File: src/rtl/lrt_div.sv
// Iterative signed-by-unsigned divider, one quotient bit per cycle, truncating toward zero.
// Depends on nothing; widths come from the instantiating module.

module lrt_div #(
    parameter int NW = 53,
    parameter int DW = 11
) (
    input  logic                 i_clk,
    input  logic                 i_rst_n,
    input  logic                 i_start,
    input  logic signed [NW-1:0] i_num,
    input  logic [DW-1:0]        i_den,
    output logic                 o_done,
    output logic signed [NW-1:0] o_quot
);

    localparam int CTW = $clog2(NW + 1);

    logic [NW-1:0]  r_q;
    logic [DW-1:0]  r_rem;
    logic [DW-1:0]  r_den;
    logic [CTW-1:0] r_cnt;
    logic           r_neg;
    logic           r_busy;
    logic           r_done;

    logic [DW:0]    trial;
    logic           take;

    assign trial = {r_rem, r_q[NW-1]};
    assign take  = (trial >= {1'b0, r_den});

    always_ff @(posedge i_clk) begin
        if (!i_rst_n) begin
            r_busy <= 1'b0;
            r_done <= 1'b0;
        end else begin
            r_done <= 1'b0;
            if (i_start) begin
                r_q    <= i_num[NW-1] ? NW'(-i_num) : NW'(i_num);
                r_rem  <= '0;
                r_den  <= i_den;
                r_neg  <= i_num[NW-1];
                r_cnt  <= CTW'(NW);
                r_busy <= 1'b1;
            end else if (r_busy) begin
                r_q   <= {r_q[NW-2:0], take};
                r_rem <= take ? DW'(trial - {1'b0, r_den}) : trial[DW-1:0];
                r_cnt <= r_cnt - 1'b1;
                if (r_cnt == CTW'(1)) begin
                    r_busy <= 1'b0;
                    r_done <= 1'b1;
                end
            end
        end
    end

    assign o_done = r_done;
    assign o_quot = r_neg ? -$signed(r_q) : $signed(r_q);

endmodule

File: config.mk
export PLATFORM = sky130hd
export DESIGN_NAME = lrt_div
export DESIGN_NICKNAME = d
export VERILOG_FILES = /design/src/rtl/lrt_div.sv
export SDC_FILE = /design/constraint.sdc
export NUM_CORES = 1
export LEC_CHECK = 0
export BUFFER_PORTS_ARGS = -buffer_cell sky130_fd_sc_hd__buf_2
export CELL_PAD_IN_SITES_DETAIL_PLACEMENT = 2
export CELL_PAD_IN_SITES_GLOBAL_PLACEMENT = 2
export CORE_MARGIN = 1
export CORE_UTILIZATION = 34
export CTS_CLUSTER_SIZE = 25
export DETAILED_ROUTE_END_ITERATION = 10
export PLACE_DENSITY = 0.82
export SYNTH_ARGS = -nofsm -noshare
export SYNTH_HDL_FRONTEND = slang
export SYNTH_SLANG_ARGS = --single-unit
export TNS_END_PERCENT = 100
File: constraint.sdc
create_clock -name i_clk -period 3.5 [get_ports i_clk]
set_clock_uncertainty 0.2 [all_clocks]
set_input_delay 0.175 -clock i_clk [delete_from_list [all_inputs] [get_ports i_clk]]
set_output_delay 0.175 -clock i_clk [all_outputs]
set_load 0.01 [all_outputs]
==> summary.md <==
| Metric | Value |
|---|---|
| Outcome | `finished clean` |
| Worst r2r src | `r_q[52]` |
| Top achievable clock speed | `approximately 290 MHz` |
| Max IR drop VDD | `approximately 240 uV` |
| Total Wirelength | `around 21 mm` |
| Largest net degree at the start of global routing | `69` |
| CP startpoint kind | `register` |
| Layout area overhead | `21.39%` |
| CTS clk-pin slew, worst paths | `~70 ps` |
| # nets final | `a little under 900` |
| Wire length on met3 | `674 um` |
| Max_cap viols | `0` |
| Final Max Slew Viols | `0` |
| CTS sink count | `84` |
| First-pass GRT wire length | `about 32 mm` |
| Detailed Route Iter0 Violations | `about 290` |
| Routed WL per cell | `20.14 um` |
| Area contributors post-synth | `edfxtp_1 40%, xnor2_1 8.3%, xor2_1 6.5%` |
| Via Count | `~5700` |
| Metal-1 WL | `slightly above 9 mm` |
| # IOs | `around 120` |
| Hold Slack | `approximately 24 ps` |
| DIE WIDTH | `~140 um` |
| RR Endpoint | `r_rem[9]` |
| Synthesized cell area | `0.006212 mm^2` |
| CP dominant cell by count | `or4_4` |
| Hold Path Class | `in -> reg` |
| Initial Util | `between 30 and 40%` |
| R2R setup slack | `roughly 370 ps` |
| Layout cell share with drive strength beyond 1 | `between 20 and 25%` |
| Estimated wirelength of the detail-placed design | `15.43 mm` |
| R2R depth | `10` |
| Synth Register Bits | `84` |
| Inserted Clock Buffers | `9` |
| Crit path max fanout | `5` |
| Fin crit share | `just under 100%` |
| Global route overflow | `0` |
| Headroom to the max-slew limit | `52.72%` |
| Antenna violations before repair | `3` |
| # DRC | `0` |
| Routed Antenna Nets | `0` |
| Clock buffer depth | `2` |
| Gpl congestion | `0.8157` |
| Worst EP required | `between 3000 and 4000 ps` |
| Post-synth top area share | `a little under 40%` |
| Largest stage delay, worst path | `between 500 and 600 ps` |
| Mean post-synth cell area | `9.272 um^2` |
| Synth area leader | `edfxtp_1` |
| Cell Rows | `between 40 and 50` |
| CP endpoint kind | `primary output` |
| H-tree Lvls | `3` |
| Top_reg_cell synth | `edfxtp_1` |
| Type of the worst setup path | `reg -> out` |
| Final Hold Viols | `0` |
| Synthesis warning total | `0` |
| Highest Signal Layer | `met5` |
| Yosys cell types | `54` |
| Via-to-Cell Ratio | `roughly 5.5` |
| Setup-failing EPs final | `0` |
| Metal2 WL | `between 10 and 15 mm` |
| Leakage | `about 2.8 nW` |
| Critical Path Slowest Stage Cell | `or4_4` |
| Core area | `~0.018 mm^2` |
| Power per cell area | `approximately 410 mW/mm^2` |
| Final Critical Period | `between 3000 and 4000 ps` |
| Final core utilization | `between 40% and 50%` |
| Register area share after synthesis | `40.28%` |
| TritonCTS clock tree | `yes` |
| Overall global routing resource usage | `22.56%` |
| DRT Pass-1 Iters | `4` |
| Vias in the first global route | `roughly 6100` |
| Syn Inst Count | `between 600 and 700` |
| Ys async rst share | `0%` |
| Worst setup endpoint | `o_quot[52]` |
| Number of enable flip-flop cells after synthesis | `just over 80` |
| Worst-Margin Slew | `about 710 ps` |
| Critical-path cell list | `or4_4, or4_4, nand2b_1, or3_1, o31ai_1, xnor2_1, buf_2` |
| Die Area | `around 0.019 mm^2` |
| CP Data Arrival Time | `roughly 3100 ps` |
| RSZ-0062 raised after global routing | `yes` |
| Port Buffers | `120` |
| Syn nets | `roughly 750` |
| Die height | `137.2 um` |
| Clock latency on the worst-skew pair | `350 ps` |
| CTS Root Cell | `clkbuf_16` |
| Crit. Startpoint | `r_q[41]` |
registers in the layout, indices dropped and copies added (netlist names):
name,cells
r_cnt,6
r_busy,1
o_done,1
r_den,11
r_neg,1
r_rem,11
r_q,53
layout make-up:
| type | count | area (um^2) |
|---|---|---|
| clock buffer | 12 | 236.5 |
| antenna | 4 | 10.01 |
| multi-input combinational | 533 | 3517 |
| fill | 1978 | 10420 |
| inverter | 23 | 86.33 |
| tap | 229 | 286.5 |
| clock inverter | 4 | 51.30 |
| sequential | 84 | 2502 |
| timing repair buffer | 147 | 850.8 |
kinds of logic (layout without fill, tap and decap cells):
group	after synthesis	in the layout	share of synthesized area [%]
AND/OR/NAND/NOR	233	233	19.17
XOR/XNOR	105	105	14.80
AO/OA/AOI/OAI	172	172	17.60
multiplexers	7	7	1.128
adder cells (fa/ha/maj)	16	16	3.343
other	0	4	0
flip-flops	84	84	40.28
buffers and inverters	53	186	3.666
Yosys cell counts, types with 6 or more instances:
| cell | number |
|---|---|
| xor2_1 | 46 |
| nand2_1 | 42 |
| clkbuf_1 | 24 |
| a21oi_1 | 52 |
| o41ai_1 | 20 |
| or4_1 | 13 |
| o31ai_1 | 32 |
| nand3_1 | 11 |
| inv_1 | 23 |
| o21a_1 | 6 |
| nor3_1 | 14 |
| o21ai_0 | 36 |
| nor2_1 | 82 |
| xnor2_1 | 59 |
| nand4_1 | 6 |
| edfxtp_1 | 82 |
| nand2b_1 | 15 |
| or3_1 | 16 |
| ha_1 | 15 |
| mux2i_1 | 7 |
| a31oi_1 | 6 |
critical path, delay by kind of cell, from the launching register on:
family	cells	cell delay, ps
and+or+nand+nor	4	1580
DFF	1	440
AOI/OAI and AO/OA	1	310
xor gates and xnor gates	1	200
buffers and inverters	1	180
power by group:
group	total, W	internal [W]	leakage [nW]	switching (W)
registers	0.00129	0.00121	0.788	0.0000786
logic	0.000790	0.000332	1.86	0.000458
clock network	0.000978	0.000555	0.137	0.000423
total	0.00306	0.00210	2.79	0.000960
cell usage in the layout (no fill, tap or decap), types with 15 or more instances in the layout:
master,count
nand2b_1,15
inv_1,23
ha_1,15
xnor2_1,59
nor2_1,80
o21ai_0,36
edfxtp_1,82
nand2_1,42
o31ai_1,32
or3_1,15
o41ai_1,20
buf_2,119
xor2_1,46
a21oi_1,52
metrics by stage:
stage	setup WS (ps)	area [um^2]	cells	TNS, ps	power [W]
final	58.92	7541	1036	0	0.003057
after global routing	-72.05	7533	1033	-170.9	0.003210
after CTS	14.96	7483	1029	0	0.003078
after detailed placement	401.0	7057	1000	0	0.002081
after global placement	480.4	7057	1000	0	0.002039
after floorplan	495.1	6212	670	0	0.001780
worst min-delay path by stage:
stage,startpoint,cells after the start,end,slack [ps]
final,i_num[51],3,r_q[51],20
after global routing,i_num[51],3,r_q[51],40
after global placement,i_den[2],1,r_den[2],150
after floorplan,i_den[0],0,r_den[0],70
after detailed placement,i_den[2],1,r_den[2],150
after CTS,i_num[48],3,r_q[48],10
timing repair:
| action | 4_1_cts | 5_1_grt |
|---|---|---|
| buffers inserted | 0 | 3 |
| hold endpoints to repair | 13 | 0 |
| gates resized for setup | 1 | 5 |
| setup endpoints to repair | 1 | 17 |
| pin swaps | 0 | 2 |
| hold buffers | 13 | 0 |
metal layers:
metal	track usage, %	vias up
li1	-	2728
met1	28.12	2862
met2	40.66	117
met3	3.127	18
met4	5.617	2
met5	0	-
No activity file was read; power rests on OpenSTA's default activity.
